[config.mk]
export PLATFORM = sky130hd
export DESIGN_NAME = fixed_point_decimal_formatter
export DESIGN_NICKNAME = d
export VERILOG_FILES = /design/src/rtl/core/fpdf_pkg.sv /design/src/rtl/core/fpdf_front.sv /design/src/rtl/core/fpdf_queue.sv /design/src/rtl/core/fpdf_back.sv /design/src/rtl/core/fixed_point_decimal_formatter.sv
export VERILOG_INCLUDE_DIRS = /design/src /design/src/rtl/core
export SDC_FILE = /design/constraint.sdc
export NUM_CORES = 1
export LEC_CHECK = 0
export ABC_CLOCK_PERIOD_IN_PS = 7000
export BUFFER_PORTS_ARGS = -buffer_cell sky130_fd_sc_hd__buf_2
export CORE_MARGIN = 10
export CORE_UTILIZATION = 46
export CTS_CLUSTER_SIZE = 12
export DETAILED_ROUTE_END_ITERATION = 7
export GPL_TIMING_DRIVEN = 0
export RECOVER_POWER = 100
export SYNTH_ARGS = -nofsm -noshare
export SYNTH_HDL_FRONTEND = slang
export SYNTH_SLANG_ARGS = --single-unit
[constraint.sdc]
create_clock -name clk -period 7 [get_ports clk]
set_input_delay 0.7 -clock clk [delete_from_list [all_inputs] [get_ports clk]]
set_output_delay 0.7 -clock clk [all_outputs]
set_load 0.02 [all_outputs]
[src/rtl/core/assert_macros.svh]
// ----------------------------------------------------------------------------
// assertion macros
// shared concurrent assertion forms, clocked on clk and idle during reset
// ----------------------------------------------------------------------------
`ifndef ASSERT_MACROS_SVH
`define ASSERT_MACROS_SVH

// implication checked in the same cycle
`define ASSERT_IMPL(label, ante, cons, msg) \
	label: assert property (@(posedge clk) disable iff (!arst_n) (ante) |-> (cons)) \
		else $error(msg);

// implication checked in the next cycle
`define ASSERT_NEXT(label, ante, cons, msg) \
	label: assert property (@(posedge clk) disable iff (!arst_n) (ante) |=> (cons)) \
		else $error(msg);

`endif

[src/rtl/core/fpdf_pkg.sv]
// ----------------------------------------------------------------------------
// fpdf_pkg
// types and character constants of the fixed-point decimal formatter
// ----------------------------------------------------------------------------
`default_nettype none

package fpdf_pkg;

	typedef struct packed {
		logic       neg;
		logic [1:0] mode;
		logic       cur;
		logic [3:0] lim;
	} ctrl_t;

	localparam logic [1:0] MODE_ZERO    = 2'd0;
	localparam logic [1:0] MODE_ONE     = 2'd1;
	localparam logic [1:0] MODE_TWO     = 2'd2;
	localparam logic [1:0] MODE_GENERAL = 2'd3;

	localparam logic [6:0] ROUND_WHOLE = 7'd50;
	localparam logic [6:0] ROUND_TENTH = 7'd5;

	localparam logic [3:0] MAX_CHARS = 4'd13;

	localparam logic [7:0] CH_NUL    = 8'h00;
	localparam logic [7:0] CH_DOLLAR = 8'h24;
	localparam logic [7:0] CH_MINUS  = 8'h2d;
	localparam logic [7:0] CH_DOT    = 8'h2e;
	localparam logic [3:0] CH_DIGIT_HI = 4'h3;

endpackage

`default_nettype wire

[src/rtl/core/fpdf_front.sv]
// ----------------------------------------------------------------------------
// fpdf_front
// takes a command, forms magnitude with rounding offset and character limit
// ----------------------------------------------------------------------------
`default_nettype none

module fpdf_front #(
	parameter int VALUE_WIDTH = 32
) (
	input  wire logic                    clk,
	input  wire logic                    arst_n,
	input  wire logic                    start,
	output logic                         busy,
	input  wire logic [VALUE_WIDTH-1:0]  value,
	input  wire logic [1:0]              decimals_mode,
	input  wire logic                    currency,
	input  wire logic [7:0]              buffer_len,
	input  wire logic                    q_full,
	output logic                         push,
	output fpdf_pkg::ctrl_t              ctrl,
	output logic [VALUE_WIDTH-1:0]       adj
);
	import fpdf_pkg::*;

	logic                   valid_s1;
	ctrl_t                  ctrl_s1;
	logic [VALUE_WIDTH-1:0] adj_s1;
	logic                   take;
	logic                   neg;
	logic [VALUE_WIDTH-1:0] mag;
	logic [6:0]             rnd;
	logic [7:0]             lim8;
	ctrl_t                  ctrl_nx;

	assign busy = valid_s1 && q_full;
	assign push = valid_s1 && !q_full;
	assign take = start && !busy;

	always_comb begin
		neg = value[VALUE_WIDTH-1];
		mag = neg ? (~value + {{(VALUE_WIDTH-1){1'b0}}, 1'b1}) : value;
		if (currency) begin
			rnd = 7'd0;
		end else begin
			unique case (decimals_mode)
				MODE_ZERO: rnd = ROUND_WHOLE;
				MODE_ONE:  rnd = ROUND_TENTH;
				default:   rnd = 7'd0;
			endcase
		end
		lim8 = (buffer_len == 8'd0) ? 8'd0 : buffer_len - 8'd1;
		ctrl_nx.neg  = neg;
		ctrl_nx.mode = decimals_mode;
		ctrl_nx.cur  = currency;
		ctrl_nx.lim  = (lim8 > {4'd0, MAX_CHARS}) ? MAX_CHARS : lim8[3:0];
	end

	always_ff @(posedge clk or negedge arst_n) begin
		if (!arst_n) begin
			valid_s1 <= 1'b0;
		end else if (take) begin
			valid_s1 <= 1'b1;
		end else if (push) begin
			valid_s1 <= 1'b0;
		end
	end

	always_ff @(posedge clk) begin
		if (take) begin
			ctrl_s1 <= ctrl_nx;
			adj_s1  <= mag + {{(VALUE_WIDTH-7){1'b0}}, rnd};
		end
	end

	assign ctrl = ctrl_s1;
	assign adj  = adj_s1;

endmodule

`default_nettype wire

[src/rtl/core/fpdf_queue.sv]
// ----------------------------------------------------------------------------
// fpdf_queue
// two-entry queue between the command front and the character back
// ----------------------------------------------------------------------------
`default_nettype none

module fpdf_queue #(
	parameter int WIDTH = 40
) (
	input  wire logic             clk,
	input  wire logic             arst_n,
	input  wire logic             push,
	input  wire logic [WIDTH-1:0] wr_data,
	input  wire logic             pop,
	output logic [WIDTH-1:0]      rd_data,
	output logic                  full,
	output logic                  empty
);
	logic [WIDTH-1:0] mem_q [2];
	logic             wr_q;
	logic             rd_q;
	logic [1:0]       count_q;

	assign full    = (count_q == 2'd2);
	assign empty   = (count_q == 2'd0);
	assign rd_data = mem_q[rd_q];

	always_ff @(posedge clk or negedge arst_n) begin
		if (!arst_n) begin
			wr_q    <= 1'b0;
			rd_q    <= 1'b0;
			count_q <= 2'd0;
		end else begin
			if (push) begin
				wr_q <= ~wr_q;
			end
			if (pop) begin
				rd_q <= ~rd_q;
			end
			if (push && !pop) begin
				count_q <= count_q + 2'd1;
			end else if (pop && !push) begin
				count_q <= count_q - 2'd1;
			end
		end
	end

	always_ff @(posedge clk) begin
		if (push) begin
			mem_q[wr_q] <= wr_data;
		end
	end

endmodule

`default_nettype wire

[src/rtl/core/fpdf_back.sv]
// ----------------------------------------------------------------------------
// fpdf_back
// binary to bcd conversion, two bits a cycle, then at most one character a cycle
// ----------------------------------------------------------------------------
`default_nettype none

module fpdf_back #(
	parameter int VALUE_WIDTH = 32
) (
	input  wire logic                    clk,
	input  wire logic                    arst_n,
	input  wire logic                    empty,
	input  wire fpdf_pkg::ctrl_t         ctrl,
	input  wire logic [VALUE_WIDTH-1:0]  adj,
	output logic                         pop,
	output logic                         strobe,
	output logic [7:0]                   char_code,
	output logic                         final_res
);
	import fpdf_pkg::*;

	localparam int PW = VALUE_WIDTH + (VALUE_WIDTH % 2);
	localparam int ND = (VALUE_WIDTH * 30103) / 100000 + 2;
	localparam int BW = ND * 4 + PW;
	localparam int STEPS = PW / 2;
	localparam int SCW = $clog2(STEPS + 1);
	localparam int WCW = $clog2(ND);

	localparam logic [3:0] ST_IDLE  = 4'd0;
	localparam logic [3:0] ST_CONV  = 4'd1;
	localparam logic [3:0] ST_SIGN  = 4'd2;
	localparam logic [3:0] ST_CUR   = 4'd3;
	localparam logic [3:0] ST_WHOLE = 4'd4;
	localparam logic [3:0] ST_DOT   = 4'd5;
	localparam logic [3:0] ST_FRAC1 = 4'd6;
	localparam logic [3:0] ST_FRAC2 = 4'd7;
	localparam logic [3:0] ST_END   = 4'd8;

	logic [3:0]      state_q;
	ctrl_t           ctrl_q;
	logic [PW-1:0]   bin_q;
	logic [ND*4-1:0] bcd_q;
	logic [SCW-1:0]  step_q;
	logic [WCW-1:0]  wc_q;
	logic [3:0]      cnt_q;
	logic [1:0]      places_q;
	logic            started_q;
	logic            strobe_q;
	logic [7:0]      char_q;
	logic            final_q;

	logic [BW-1:0]   dd;
	logic [1:0]      places_nx;
	logic [3:0]      top_dig;
	logic            want;
	logic [7:0]      ch;
	logic            emitting;
	logic            cut;

	assign pop = (state_q == ST_IDLE) && !empty;
	assign top_dig = bcd_q[ND*4-1 -: 4];

	// two shift-add-3 steps
	always_comb begin
		dd = {bcd_q, bin_q};
		for (int s = 0; s < 2; s++) begin
			for (int d = 0; d < ND; d++) begin
				if (dd[PW + 4*d +: 4] >= 4'd5) begin
					dd[PW + 4*d +: 4] = dd[PW + 4*d +: 4] + 4'd3;
				end
			end
			dd = dd << 1;
		end
	end

	// places from the last two bcd digits of the finished conversion
	always_comb begin
		if (ctrl_q.cur) begin
			places_nx = MODE_TWO;
		end else if (ctrl_q.mode == MODE_GENERAL) begin
			if (dd[PW +: 8] == 8'd0) begin
				places_nx = MODE_ZERO;
			end else if (dd[PW +: 4] == 4'd0) begin
				places_nx = MODE_ONE;
			end else begin
				places_nx = MODE_TWO;
			end
		end else begin
			places_nx = ctrl_q.mode;
		end
	end

	always_comb begin
		want     = 1'b0;
		ch       = CH_NUL;
		emitting = 1'b1;
		unique case (state_q)
			ST_SIGN: begin
				want = ctrl_q.neg;
				ch   = CH_MINUS;
			end
			ST_CUR: begin
				want = ctrl_q.cur;
				ch   = CH_DOLLAR;
			end
			ST_WHOLE: begin
				want = started_q || (top_dig != 4'd0) || (wc_q == WCW'(1));
				ch   = {CH_DIGIT_HI, top_dig};
			end
			ST_DOT: begin
				want = (places_q != MODE_ZERO);
				ch   = CH_DOT;
			end
			ST_FRAC1: begin
				want = (places_q != MODE_ZERO);
				ch   = {CH_DIGIT_HI, top_dig};
			end
			ST_FRAC2: begin
				want = (places_q == MODE_TWO);
				ch   = {CH_DIGIT_HI, top_dig};
			end
			default: begin
				emitting = 1'b0;
			end
		endcase
		cut = emitting && want && (cnt_q == ctrl_q.lim);
	end

	always_ff @(posedge clk or negedge arst_n) begin
		if (!arst_n) begin
			state_q  <= ST_IDLE;
			strobe_q <= 1'b0;
			final_q  <= 1'b0;
		end else begin
			strobe_q <= cut || (emitting && want) || (state_q == ST_END);
			final_q  <= cut || (state_q == ST_END);
			if (cut) begin
				state_q <= ST_IDLE;
			end else begin
				unique case (state_q)
					ST_IDLE: begin
						if (!empty) begin
							state_q <= ST_CONV;
						end
					end
					ST_CONV: begin
						if (step_q == SCW'(1)) begin
							state_q <= ST_SIGN;
						end
					end
					ST_SIGN:  state_q <= ST_CUR;
					ST_CUR:   state_q <= ST_WHOLE;
					ST_WHOLE: begin
						if (wc_q == WCW'(1)) begin
							state_q <= ST_DOT;
						end
					end
					ST_DOT:   state_q <= ST_FRAC1;
					ST_FRAC1: state_q <= ST_FRAC2;
					ST_FRAC2: state_q <= ST_END;
					ST_END:   state_q <= ST_IDLE;
					default:  state_q <= ST_IDLE;
				endcase
			end
		end
	end

	always_ff @(posedge clk) begin
		char_q <= cut ? CH_NUL : ch;
		if (emitting && want) begin
			cnt_q <= cnt_q + 4'd1;
		end
		unique case (state_q)
			ST_IDLE: begin
				ctrl_q    <= ctrl;
				bin_q     <= PW'(adj);
				bcd_q     <= '0;
				step_q    <= SCW'(STEPS);
				cnt_q     <= 4'd0;
				started_q <= 1'b0;
				wc_q      <= WCW'(ND - 2);
			end
			ST_CONV: begin
				{bcd_q, bin_q} <= dd;
				step_q         <= step_q - SCW'(1);
				places_q       <= places_nx;
			end
			ST_WHOLE: begin
				bcd_q     <= bcd_q << 4;
				started_q <= started_q || want;
				wc_q      <= wc_q - WCW'(1);
			end
			ST_FRAC1: begin
				bcd_q <= bcd_q << 4;
			end
			default: begin
			end
		endcase
	end

	assign strobe    = strobe_q;
	assign char_code = char_q;
	assign final_res = final_q;

endmodule

`default_nettype wire

[src/rtl/core/fixed_point_decimal_formatter.sv]
// ----------------------------------------------------------------------------
// fixed_point_decimal_formatter
// signed hundredths to ascii text, one character per strobe, nul terminated
// ----------------------------------------------------------------------------
// path: a command is registered in the front end and passes through the two-entry queue
// into the back end, which runs binary to bcd conversion, then fixed slots for sign,
// currency, whole digits, dot, two fraction digits and nul; the back end takes the next
// item from the queue only when idle, so the front end and the queue hold later commands;
// VALUE_WIDTH 32 gives 9 whole digit slots; a short buffer ends the item early
// reset clears the queue and the sequencer; the receiver cannot stall
`default_nettype none

module fixed_point_decimal_formatter #(
	parameter int VALUE_WIDTH = 32
) (
	input  wire logic                    clk,
	input  wire logic                    arst_n,
	input  wire logic                    start,
	output logic                         busy,
	input  wire logic [VALUE_WIDTH-1:0]  value,
	input  wire logic [1:0]              decimals_mode,
	input  wire logic                    currency,
	input  wire logic [7:0]              buffer_len,
	output logic                         strobe,
	output logic [7:0]                   char_code,
	output logic                         final_res
);
	import fpdf_pkg::*;

	`include "assert_macros.svh"

	localparam int QW = $bits(ctrl_t) + VALUE_WIDTH;

	logic                   push;
	logic                   pop;
	logic                   q_full;
	logic                   q_empty;
	ctrl_t                  f_ctrl;
	logic [VALUE_WIDTH-1:0] f_adj;
	logic [QW-1:0]          q_rd;
	ctrl_t                  b_ctrl;
	logic [VALUE_WIDTH-1:0] b_adj;

	fpdf_front #(
		.VALUE_WIDTH(VALUE_WIDTH)
	) u_front (
		.clk          (clk),
		.arst_n       (arst_n),
		.start        (start),
		.busy         (busy),
		.value        (value),
		.decimals_mode(decimals_mode),
		.currency     (currency),
		.buffer_len   (buffer_len),
		.q_full       (q_full),
		.push         (push),
		.ctrl         (f_ctrl),
		.adj          (f_adj)
	);

	fpdf_queue #(
		.WIDTH(QW)
	) u_queue (
		.clk    (clk),
		.arst_n (arst_n),
		.push   (push),
		.wr_data({f_ctrl, f_adj}),
		.pop    (pop),
		.rd_data(q_rd),
		.full   (q_full),
		.empty  (q_empty)
	);

	assign {b_ctrl, b_adj} = q_rd;

	fpdf_back #(
		.VALUE_WIDTH(VALUE_WIDTH)
	) u_back (
		.clk      (clk),
		.arst_n   (arst_n),
		.empty    (q_empty),
		.ctrl     (b_ctrl),
		.adj      (b_adj),
		.pop      (pop),
		.strobe   (strobe),
		.char_code(char_code),
		.final_res(final_res)
	);

	`ASSERT_IMPL(a_final_has_strobe, final_res, strobe, "final_res without strobe")
	`ASSERT_IMPL(a_nul_is_final, strobe && final_res, char_code == CH_NUL, "final not nul")
	`ASSERT_IMPL(a_char_not_nul, strobe && !final_res, char_code != CH_NUL, "nul not final")
	`ASSERT_NEXT(a_final_single, final_res, !final_res, "back to back terminators")

endmodule

`default_nettype wire
### Word-level counts from Yosys, hierarchy flattened

Memory sizes are Yosys's and may differ from the RTL's.
Index checks and enable logic that the tools add are counted.

| cells by class | value |
|---|---|
| $add $sub $neg | 30 |
| $mul | 0 |
| div/mod/pow operators | 0 |
| magnitude comparators | 23 |
| equal/unequal tests | 18 |
| shifts and indexed selects | 0 |
| multiplexer cells | 48 |
| bitwise operators | 3 |
| reductions and logical operators | 37 |

Operator list:

| operator | count |
|---|---|
| 44-bit case mux with 3 select lines | 1 |
| 4-bit 2-to-1 mux | 24 |
| 4-bit by 3-bit greater-or-equal comparator with 1-bit output, second input constant | 22 |
| 4-bit by 2-bit adder with 4-bit output, second input constant | 20 |
| 32-bit case mux with 2 select lines | 1 |
| 32-bit by 1-bit adder with 32-bit output, second input constant | 1 |
| 32-bit by 7-bit adder with 32-bit output | 1 |
| 32-bit 2-to-1 mux | 1 |
| 32-bit NOT | 1 |
| 4-bit case mux with 8 select lines | 1 |
| 6-bit case mux with 4 select lines | 1 |
| 4-bit by 3-bit == test with 1-bit output, second input constant | 4 |
| 8-bit logical NOT | 2 |
| 6-bit case mux with 2 select lines | 1 |
| 2-bit 2-to-1 mux | 5 |
| 5-bit case mux with 2 select lines | 1 |
| 2-bit nonzero test | 5 |
| 4-bit by 1-bit == test with 1-bit output, second input constant | 2 |
| 4-bit by 2-bit == test with 1-bit output, second input constant | 2 |
| 8-bit by 4-bit greater-than comparator with 1-bit output, second input constant | 1 |
| 1-bit logical AND | 8 |
| 4-bit logical NOT | 2 |
| 8-bit 2-to-1 mux | 1 |
| 4-bit case mux with 2 select lines | 1 |
| other kinds (29) | 50 |

| storage, ports and cells | value |
|---|---|
| bits in registers | 159 |
| latch bits | 0 |
| bits in writable memories | 80 |
| bits in read-only memories | 0 |
| bits of input ports | 46 |
| output and inout bits | 11 |
| logic and storage cells | 184 |
| memories | 1 |

Memory list:

| memory | words | bits a word | rd ports | clocked after memory_dff | wr ports | RTL line | source |
|---|---|---|---|---|---|---|---|
| u_queue.mem_q | 2 | 40 | 1 | 0 | 1 | fpdf_queue.sv:19 | `logic [WIDTH-1:0] mem_q [2];` |

### Depth between registers and ports, before layout

Gate-level depths: netlist (run 1).

| depth | value |
|---|---|
| depth in word-level cells | 8 |
| mapped depth | 15 |
| mapped depth without buffers | 13 |

### Hierarchy

Synthesis (run 1) repeated with hierarchy kept, for this count alone.

| second synthesis, totals | value |
|---|---|
| cell total of the unflattened synthesis | 1157 |
| area, all modules | 13344.0 µm² |

Modules (own cells, without submodules):

| module | instances | cells each | area an instance (µm²) | sequential area each (µm²) |
|---|---|---|---|---|
| fpdf_back | 1 | 700 | 6942.9 | 3233.1 |
| fpdf_queue | 1 | 141 | 3276.9 | 2502.4 |
| fpdf_front | 1 | 316 | 3124.2 | 1226.2 |

### Worst setup path before layout (run 1)

No wires, ideal clock.

| timing path | value |
|---|---|
| path kind | register to register |
| start | reg u_back.state_q[1] |
| end | reg u_back.bcd_q[0], enable pin |
| setup time | 382 ps |
| arrival | 4184 ps |
| required time | 6618 ps |
| setup slack | 2434 ps |
| cell stages (with the launch flop) | 4 |
| buffers on the path | 1 |
| period minus slack after synthesis | 4566 ps |
| cell sequence | dfrtp_1 clkbuf_1 nor3_1 or2_2 |

| between the ends | value |
|---|---|
| word-level cells in the longest chain between the ends | 3 |
| elaborated cells between the ends (all ways) | 6 |
| those cells by class | eq/ne: 3; reduce/logical: 3 |

Ends and longest elaborated chain:

| element | RTL line | source |
|---|---|---|
| start, declared | fpdf_back.sv:39 | `logic [3:0] state_q;` |
| start signal, assigned | fpdf_back.sv:131 | `state_q <= ST_IDLE;` |
| start signal, assigned | fpdf_back.sv:138 | `state_q <= ST_IDLE;` |
| start signal, assigned | fpdf_back.sv:143 | `state_q <= ST_CONV;` |
| 4-bit by 3-bit == test with 1-bit output | fpdf_back.sv:173 | `unique case (state_q)` |
| 2-bit OR reduction (no source line) | - |  |
| 3-bit nonzero test (no source line) * | - |  |
| end signal, assigned | fpdf_back.sv:189 | `bcd_q <= bcd_q << 4;` |
| end signal, assigned | fpdf_back.sv:194 | `bcd_q <= bcd_q << 4;` |
| end, declared | fpdf_back.sv:42 | `logic [ND*4-1:0] bcd_q;` |

Every way passes the cells marked *; elsewhere a longest branch is shown, timed or not.
A chain may end at the register's enable or synchronous reset.

### Final worst setup path (run 1)

| timing path | value |
|---|---|
| start | in value[31] |
| end | reg u_front.adj_s1[29] (netlist: u_front.adj[29]) (data pin) |

| between the ends | value |
|---|---|
| word-level cells in the longest chain between the ends | 2 |

Ends and longest elaborated chain:

| element | RTL line | source |
|---|---|---|
| start, declared | fixed_point_decimal_formatter.sv:20 | `input wire logic [VALUE_WIDTH-1:0] value,` |
| 32-bit 2-to-1 mux | fpdf_front.sv:41 | `mag = neg ? (~value + {{(VALUE_WIDTH-1){1'b0}}, 1'b1}) : value;` |
| 32-bit by 7-bit adder with 32-bit output | fpdf_front.sv:71 | `adj_s1 <= mag + {{(VALUE_WIDTH-7){1'b0}}, rnd};` |
| end signal, assigned | fpdf_front.sv:71 |  |
| end, declared | fpdf_front.sv:27 | `logic [VALUE_WIDTH-1:0] adj_s1;` |

Every way passes these cells.

==> key figures, run 1 <==
Critical path
  – CP Class: input pin to flip-flop
  – Slowest stage cell, crit path: or3b_1
  – Crit end category: flip-flop
  – Most common cell on crit path: clkbuf_1
  – Max stage delay on crit path: 0.51 ns
  – CP bufs+invs: 5
  – Worst EP arrival: 4.91 ns
  – Crit path max fanout: 10
  – Crit path max-delay family: buffers and inverters
  – Cell Chain, Critical Path: clkbuf_1 -> clkbuf_1 -> clkbuf_1 -> clkbuf_1 -> clkbuf_1 -> o21ai_0 -> ha_1 -> a21o_1 -> a21o_1 -> and2_0 -> a31o_2 -> nand3_1 -> or3b_1 -> nor4_1 -> xnor2_1
  – Required time worst endpoint: 7.25 ns
  – Setup crit start kind: input pin

Placed design
  – HPWL after detailed placement: 17900 um
  – GPL Wtd Cong: 0.847
  – Place WS: 1.92 ns
  – Placement Cell Area: 13700 um2
  – Port Buf Inserts: 49
  – # placed instances: 1563

Timing
  – RSZ-0062 raised after global routing: false
  – Max frequency: 215 MHz
  – Post-route clock period utilization: 66.6%
  – Slew margin rel.: -111%
  – Max-slew violations: 156
  – Worst hold slack: 0.155 ns
  – Slew @ Worst Pin: 3.16 ns
  – Endpoints failing setup: 0
  – Final Critical Period: 4.66 ns
  – Setup ws final: 2.34 ns
  – Setup TNS: 0 ns
  – Final Hold Violating Endpoints: 0
  – Clock skew: 0.0341 ns

Synth
  – Main area contributors after synthesis: edfxtp_1, ha_1, xnor2_1
  – EDFF count, synth: 216
  – Asr flop ratio synth: 4.64%
  – Yosys reg bits: 237
  – Ys flop type: edfxtp_1
  – Netlist Area Pre-Place: 12900 um2
  – Register area share after synthesis: 54.0%
  – Synth cell types: 73
  – Syn Area/Cell: 11.4 um2
  – Count leader, synth: edfxtp_1
  – Post-synth top cells: edfxtp_1, nand2_1, o21ai_0
  – Yosys Warn Count: 0
  – Top cell type by total area after synthesis: edfxtp_1
  – Share of the synthesized area in the top cell type: 50.3%
  – Post-Synthesis Cells: 1129

Route
  – Post-route ant nets: 0
  – Routed vias: 8428
  – Routed len/inst: 15.3 um
  – WL final: 24500 um
  – DRT Pass-1 Iters: 7
  – DRC: 0
  – Via density: 5.25
  – 1st-iter DRT viols: 381

Finish
  – Util after Layout: 52.1%
  – Number of inserted diodes: 0
  – Final Instance Area: 14400 um2
  – Cell Count, Final, Fillers Out: 1605
  – # fillers: 2517
  – Fraction of layout instances using a drive strength above 1: 8.15%
  – Synth-to-layout area growth: 11.9%
  – Post-layout nets: 1318

Clocking
  – Post-CTS Hold Buffers: 0
  – CTS tree: built
  – Postcts setup bufs: 0
  – CTS Buffer Depth: 3
  – CTS clock-pin slew for the worst setup and hold paths: 0.06 ns
  – CTS Sinks: 237
  – # resized after CTS: 0
  – Clk Latency, worst-skew pair: 0.54 ns
  – CTS Root Cell: clkbuf_16
  – H-tree depth: 1
  – TritonCTS Buffers: 26

Floorplan
  – Die area: 35100 um2
  – Die H: 187 um
  – Core box area: 27700 um2
  – Starting density of the core: 46.6%
  – Ports: 57
  – Row Count: 61
  – DIE WIDTH: 187 um

Power and ir drop
  – Power per cell area: 484 nW/um2
  – P_int: 4.37 mW
  – Switch share: 37.4%
  – Logic pwr share: 42.7%
  – Part of the power in registers: 38.0%
  – NetSw: 2.62 mW
  – Clk network pwr share: 19.3%
  – Peak supply drop: 170 uV
  – Total power: 6.99 mW
  – P_leak: 5.30 nW

Global routing
  – First-pass GRT wire length: 40900 um
  – Vias in the first global route: 8369
  – Initial antenna violation count: 0
  – Total track usage: 13.7%
  – GR Overflow Total: 0
  – Pin count of the biggest net entering global routing: 45

Run status
  – Status: complete, but fails checks
  – Violated checks: max-capacitance violations, max-slew violations

Run
  – Max Cap Viol: 4

Worst hold path
  – Hold crit path type: input pin to async pin
[cell families (layout without fill, tap and decap cells)]
kind of cell,count (synthesis),count (layout),share of synthesized area (%)
buf+inv,98,195,3.05
other cells,1,2,0.0291
compound gates,221,221,10.5
flops,237,237,54.0
simple gates,335,335,13.7
xor+xnor,101,101,6.86
mux,77,77,6.12
fa+ha+maj,59,59,5.78
[final timing paths]
path / depth (start not counted) / slack, ns / start / end
min in group clk: 2 / 0.37 / start / u_front.valid_s1
worst max-delay path: 15 / 2.34 / value[31] / u_front.adj[29]
worst max register to register: 3 / 2.63 / u_back.state_q[1] / u_back.bcd_q[13]
max in group asynchronous: 1 / 6.43 / arst_n / u_queue.count_q[1]
worst min register to register: 0 / 0.44 / u_front.adj[24] / u_queue.mem_q[1][24]
worst min-delay path: 1 / 0.15 / arst_n / u_back.state_q[2]
[per-layer routing]
metal | track usage (%) | vias to the layer above | routed length (um) | share of wire (%)
li1 | - | 4281 | - | -
met1 | 17.3 | 4014 | 11400 | 47
met2 | 23.9 | 106 | 11900 | 49
met3 | 1.86 | 27 | 726 | 3.0
met4 | 4.03 | 0 | 431 | 1.8
met5 | 0 | - | 0 | 0
[flip-flops by register name, indices dropped and copies added, names as in the netlist]
signal            cells
u_back.ctrl_q         8
u_front.ctrl          8
u_back.step_q         5
u_back.bin_q         32
u_back.started_q      1
u_back.state_q        4
u_front.valid_s1      1
u_back.final_res      1
u_front.adj          32
u_queue.mem_q        80
u_back.places_q       2
u_back.wc_q           4
u_queue.wr_q          1
u_queue.rd_q          1
u_back.cnt_q          4
u_back.char_code      6
u_queue.count_q       2
u_back.strobe         1
u_back.bcd_q         44
[cell usage in the layout (no fill, tap or decap), types with 4 or more instances in the layout]
cell	synthesis	layout
or4_1	5	5
xor2_1	26	26
o41ai_1	4	4
clkinv_1	0	5
nor3_1	31	32
nor4_1	8	9
o31ai_1	11	11
nand3_1	11	11
edfxtp_1	216	216
or3_1	12	12
dfxtp_1	10	10
and3_1	6	6
clkbuf_16	0	26
mux2_2	15	10
nor4b_1	4	4
a21boi_0	7	7
nor2_1	65	65
a22o_1	13	13
nor2b_1	17	17
a21oi_1	56	56
ha_1	58	58
nor3b_1	19	19
o21ai_0	93	93
dfrtp_1	11	11
mux2_1	0	5
buf_2	2	36
nand2_1	96	96
mux2i_1	62	62
nand4_1	4	4
clkbuf_1	35	61
inv_1	56	56
a21o_1	6	6
nand2b_1	24	24
o21a_1	6	6
nand3b_1	7	7
bufinv_16	0	4
xnor2_1	75	75
[area by class of cell]
type / count / area [um2] / share of cell area, %
plain buffers: 42 / 183 / 1.27
clock buffers: 30 / 666 / 4.61
clock inverters: 12 / 169 / 1.17
inverters: 56 / 210 / 1.46
multi-input cells: 795 / 5520 / 38.3
flip-flops and latches: 237 / 6960 / 48.2
well taps: 378 / 473 / 3.28
repair buffers: 55 / 249 / 1.73
[power by group through the flow]
stage / combinational [mW] / clock (mW) / sequential, mW
3_5_place_dp: 3.09 / 0 / 2.66
5_1_grt: 3.42 / 1.43 / 2.73
6_report: 2.98 / 1.35 / 2.66
2_1_floorplan: 2.35 / 0 / 2.60
3_3_place_gp: 2.96 / 0 / 2.67
4_1_cts: 3.10 / 1.38 / 2.63
No activity file was read; power rests on OpenSTA's default activity.
==> run 2, diff against run 1 <==
- ABC_AREA: not set -> 1
- ABC_CLOCK_PERIOD_IN_PS: 7000 -> 4830
- clock period: 7 -> 4.83 ns (I/O delays scaled with it)
==> run 2 against run 1 <==
Effect of this change:
- the flow still finishes with violations (max-capacitance violations, max-slew violations)
- utilization up 0.42 points
- cell area rose by 1.9%
- hold slack better by 0.0077 ns
- power grew 43%
- first-iteration DRC count up 62%
- clock skew down 0.026 ns
- critical path depth did not move
- sequential power up 42%
- non-clock buffer count is 6 lower
- count of clock-buffer cells in the layout is 3 higher
- critical endpoint is now u_front.adj[23]
==> key figures, run 2 <==
Run status
  – Status: complete, but fails checks
  – Violated checks: max-capacitance violations, max-slew violations

Synth
  – Post-Synth Adder-Cell Area: 5.65%
  – Yosys Warn Count: 0
  – Complex-gate fraction of the synthesized area: 9.77%
  – Top cell type by total area after synthesis: edfxtp_1
  – Mux cell area share after synthesis: 0%
  – Syn Area/Cell: 9.05 um2
  – Synth cell types: 48
  – Simple-gate area share of the yosys netlist: 20.8%
  – Register area share after synthesis: 52.7%
  – Count leader, synth: nand2_1
  – Share of the synthesized area in the top cell type: 49.1%
  – Main area contributors after synthesis: edfxtp_1, nand2_1, inv_1
  – Ys flop type: edfxtp_1
  – EDFF count, synth: 216
  – Yosys reg bits: 237
  – Post-Synthesis Cells: 1459
  – Netlist Area Pre-Place: 13200 um2
  – Post-synth top cells: nand2_1, edfxtp_1, inv_1
  – Largest family of logic cells by synthesized area: simple AND/OR/NAND/NOR gates
  – Asr flop ratio synth: 4.64%
  – Synth Area in XOR/XNOR: 4.17%

Global routing
  – Pin count of the biggest net entering global routing: 41
  – Total track usage: 15.5%
  – Initial antenna violation count: 0
  – First-pass GRT wire length: 46500 um
  – GR Overflow Total: 0
  – Vias in the first global route: 9654

Floorplan
  – Ports: 57
  – Starting density of the core: 47.1%
  – Die area: 35900 um2
  – Core box area: 28000 um2
  – Die H: 189 um
  – Row Count: 61
  – DIE WIDTH: 189 um

Timing
  – RSZ-0062 raised after global routing: false
  – Final Critical Period: 3.63 ns
  – Max frequency: 276 MHz
  – Endpoints failing setup: 0
  – Slew @ Worst Pin: 2.91 ns
  – Final Hold Violating Endpoints: 0
  – Post-route clock period utilization: 75.1%
  – Clock skew: 0.00761 ns
  – Slew margin rel.: -96.3%
  – Max-slew violations: 158

Critical path
  – Crit end category: flip-flop
  – Crit path max fanout: 10
  – R2r startpoint: u_back.state_q[3]
  – Worst-case reg-to-reg path depth: 4
  – Setup crit start kind: input pin
  – Max stage delay on crit path: 0.48 ns
  – Worst EP arrival: 3.88 ns
  – Required time worst endpoint: 5.08 ns
  – Reg2reg setup slack: 1.34 ns
  – RR Endpoint: u_back.bcd_q[18]
  – Slowest stage cell, crit path: clkbuf_1
  – Most common cell on crit path: nor2_1
  – Cell Chain, Critical Path: buf_2 -> clkbuf_1 -> clkbuf_1 -> clkbuf_1 -> o21ai_0 -> ha_1 -> nand3_1 -> nand3_1 -> nand3_1 -> nor2_1 -> nor2_1 -> nor2_1 -> nand2_2 -> nor2_1 -> xor2_1
  – CP Class: input pin to flip-flop

Clocking
  – H-tree depth: 1
  – Clk Latency, worst-skew pair: 0.52 ns
  – CTS clock-pin slew for the worst setup and hold paths: 0.05 ns
  – CTS Buffer Depth: 3
  – CTS Sinks: 237
  – CTS Root Cell: clkbuf_16
  – TritonCTS Buffers: 26
  – CTS tree: built
  – Postcts setup bufs: 0

Power and ir drop
  – Power per cell area: 680 nW/um2
  – Peak supply drop: 299 uV
  – P_leak: 6.29 nW

Route
  – DRT Pass-1 Iters: 7
  – Routed vias: 9650
  – Routed len/inst: 14.3 um
  – WL final: 27800 um
  – Via density: 4.97
  – 1st-iter DRT viols: 617
  – Post-route ant nets: 0
  – DRC: 0

Worst hold path
  – Hold EP: u_front.ctrl[7]
  – Hold Crit Depth: 1
  – Hold crit path type: input pin to flip-flop
  – Hold path startpoint: value[31]

Finish
  – Cell Count, Final, Fillers Out: 1942
  – Most frequent cells in the layout: nand2_1, edfxtp_1, inv_1
  – Max reg flops: 80
  – Util after Layout: 52.5%
  – Post-layout nets: 1652
  – Commonest non-fill, non-tap cell in the layout: nand2_1
  – Register area: 6960 um2
  – Synth-to-layout area growth: 11.5%
  – Biggest registers after layout: u_queue.mem_q: 80 flops, u_back.bcd_q: 44 flops
  – Multi-input gate area: 5290 um2
  – Fraction of layout instances using a drive strength above 1: 7.23%
  – Final Instance Area: 14700 um2
  – Number of inserted diodes: 0
  – Register bank with the most flops: u_queue.mem_q
  – # fillers: 2622

Placed design
  – Placement Cell Area: 14100 um2
  – Port Buf Inserts: 54
  – # placed instances: 1896
  – HPWL after detailed placement: 21100 um
  – GPL Wtd Cong: 0.859

Run
  – Max Cap Viol: 5
-- run 2: final cells by class --
class / instances / share of cell area [%]
Multi-Input combinational cell: 987 / 35.9
Clock inverter: 12 / 0.706
Clock buffer: 33 / 4.75
Sequential cell: 237 / 47.3
Inverter: 204 / 5.21
Buffer: 32 / 0.876
Tap cell: 378 / 3.22
Timing Repair Buffer: 59 / 2.00
-- run 2: how the worst max path moves through the flow --
stage / from / to / cells past startpoint / slack (ns)
finish: value[31] / u_front.adj[23] / 15 / 1.20
global route: value[31] / u_front.adj[23] / 15 / 0.85
CTS: u_back.state_q[3] / u_queue.count_q[1] / 8 / 1.93
detailed placement: value[31] / u_front.adj[26] / 15 / 1.57
global placement: u_back.state_q[3] / u_back.bcd_q[19] / 3 / -1.46
floorplan: u_back.state_q[3] / u_back.bcd_q[0] / 3 / 0.54
-- run 2: report_power, final --
part	internal (mW)	total, mW	switching (mW)	leakage [nW]
logic	1.38	4.37	2.99	3.61
clock network	1.12	1.87	0.750	0.395
registers	3.43	3.77	0.339	2.29
total	5.93	10.0	4.08	6.29
-- run 2: per-stage QoR --
step                      worst slack, ns  power (mW)  TNS [ns]  hold WS (ns)
after floorplan                     0.539        7.05         0         0.187
after global placement              -1.46        8.09    -64.21         0.377
after detailed placement             1.57        8.28         0         0.376
after CTS                            1.93        10.2         0         0.142
after global routing                0.845        11.0         0         0.140
final                                1.20        10.0         0         0.163
-- run 2: kinds of logic after synthesis --
group,count (synthesis)
simple gates,631
other cells,1
fa+ha+maj,59
compound gates,233
buf+inv,236
xor+xnor,62
flops,237
-- run 2: routing by layer --
layer,GRT usage [%],routed length [um],vias to the layer above
li1,-,-,5051
met1,19.0,12700,4390
met2,27.2,13500,168
met3,1.95,883,41
met4,5.62,764,0
met5,0,0,-
-- run 2: worst max-delay path, delay by kind of cell --
family / cells / cell delay [ns]
buf+inv: 4 / 1.38
simple gates: 8 / 1.26
fa+ha+maj: 1 / 0.34
xor+xnor: 1 / 0.11
compound gates: 1 / 0.30
-- run 2: repair_timing --
item	4_1_cts	5_1_grt
hold endpoints to repair	11	0
hold buffers	1	0
gates resized for setup	0	0
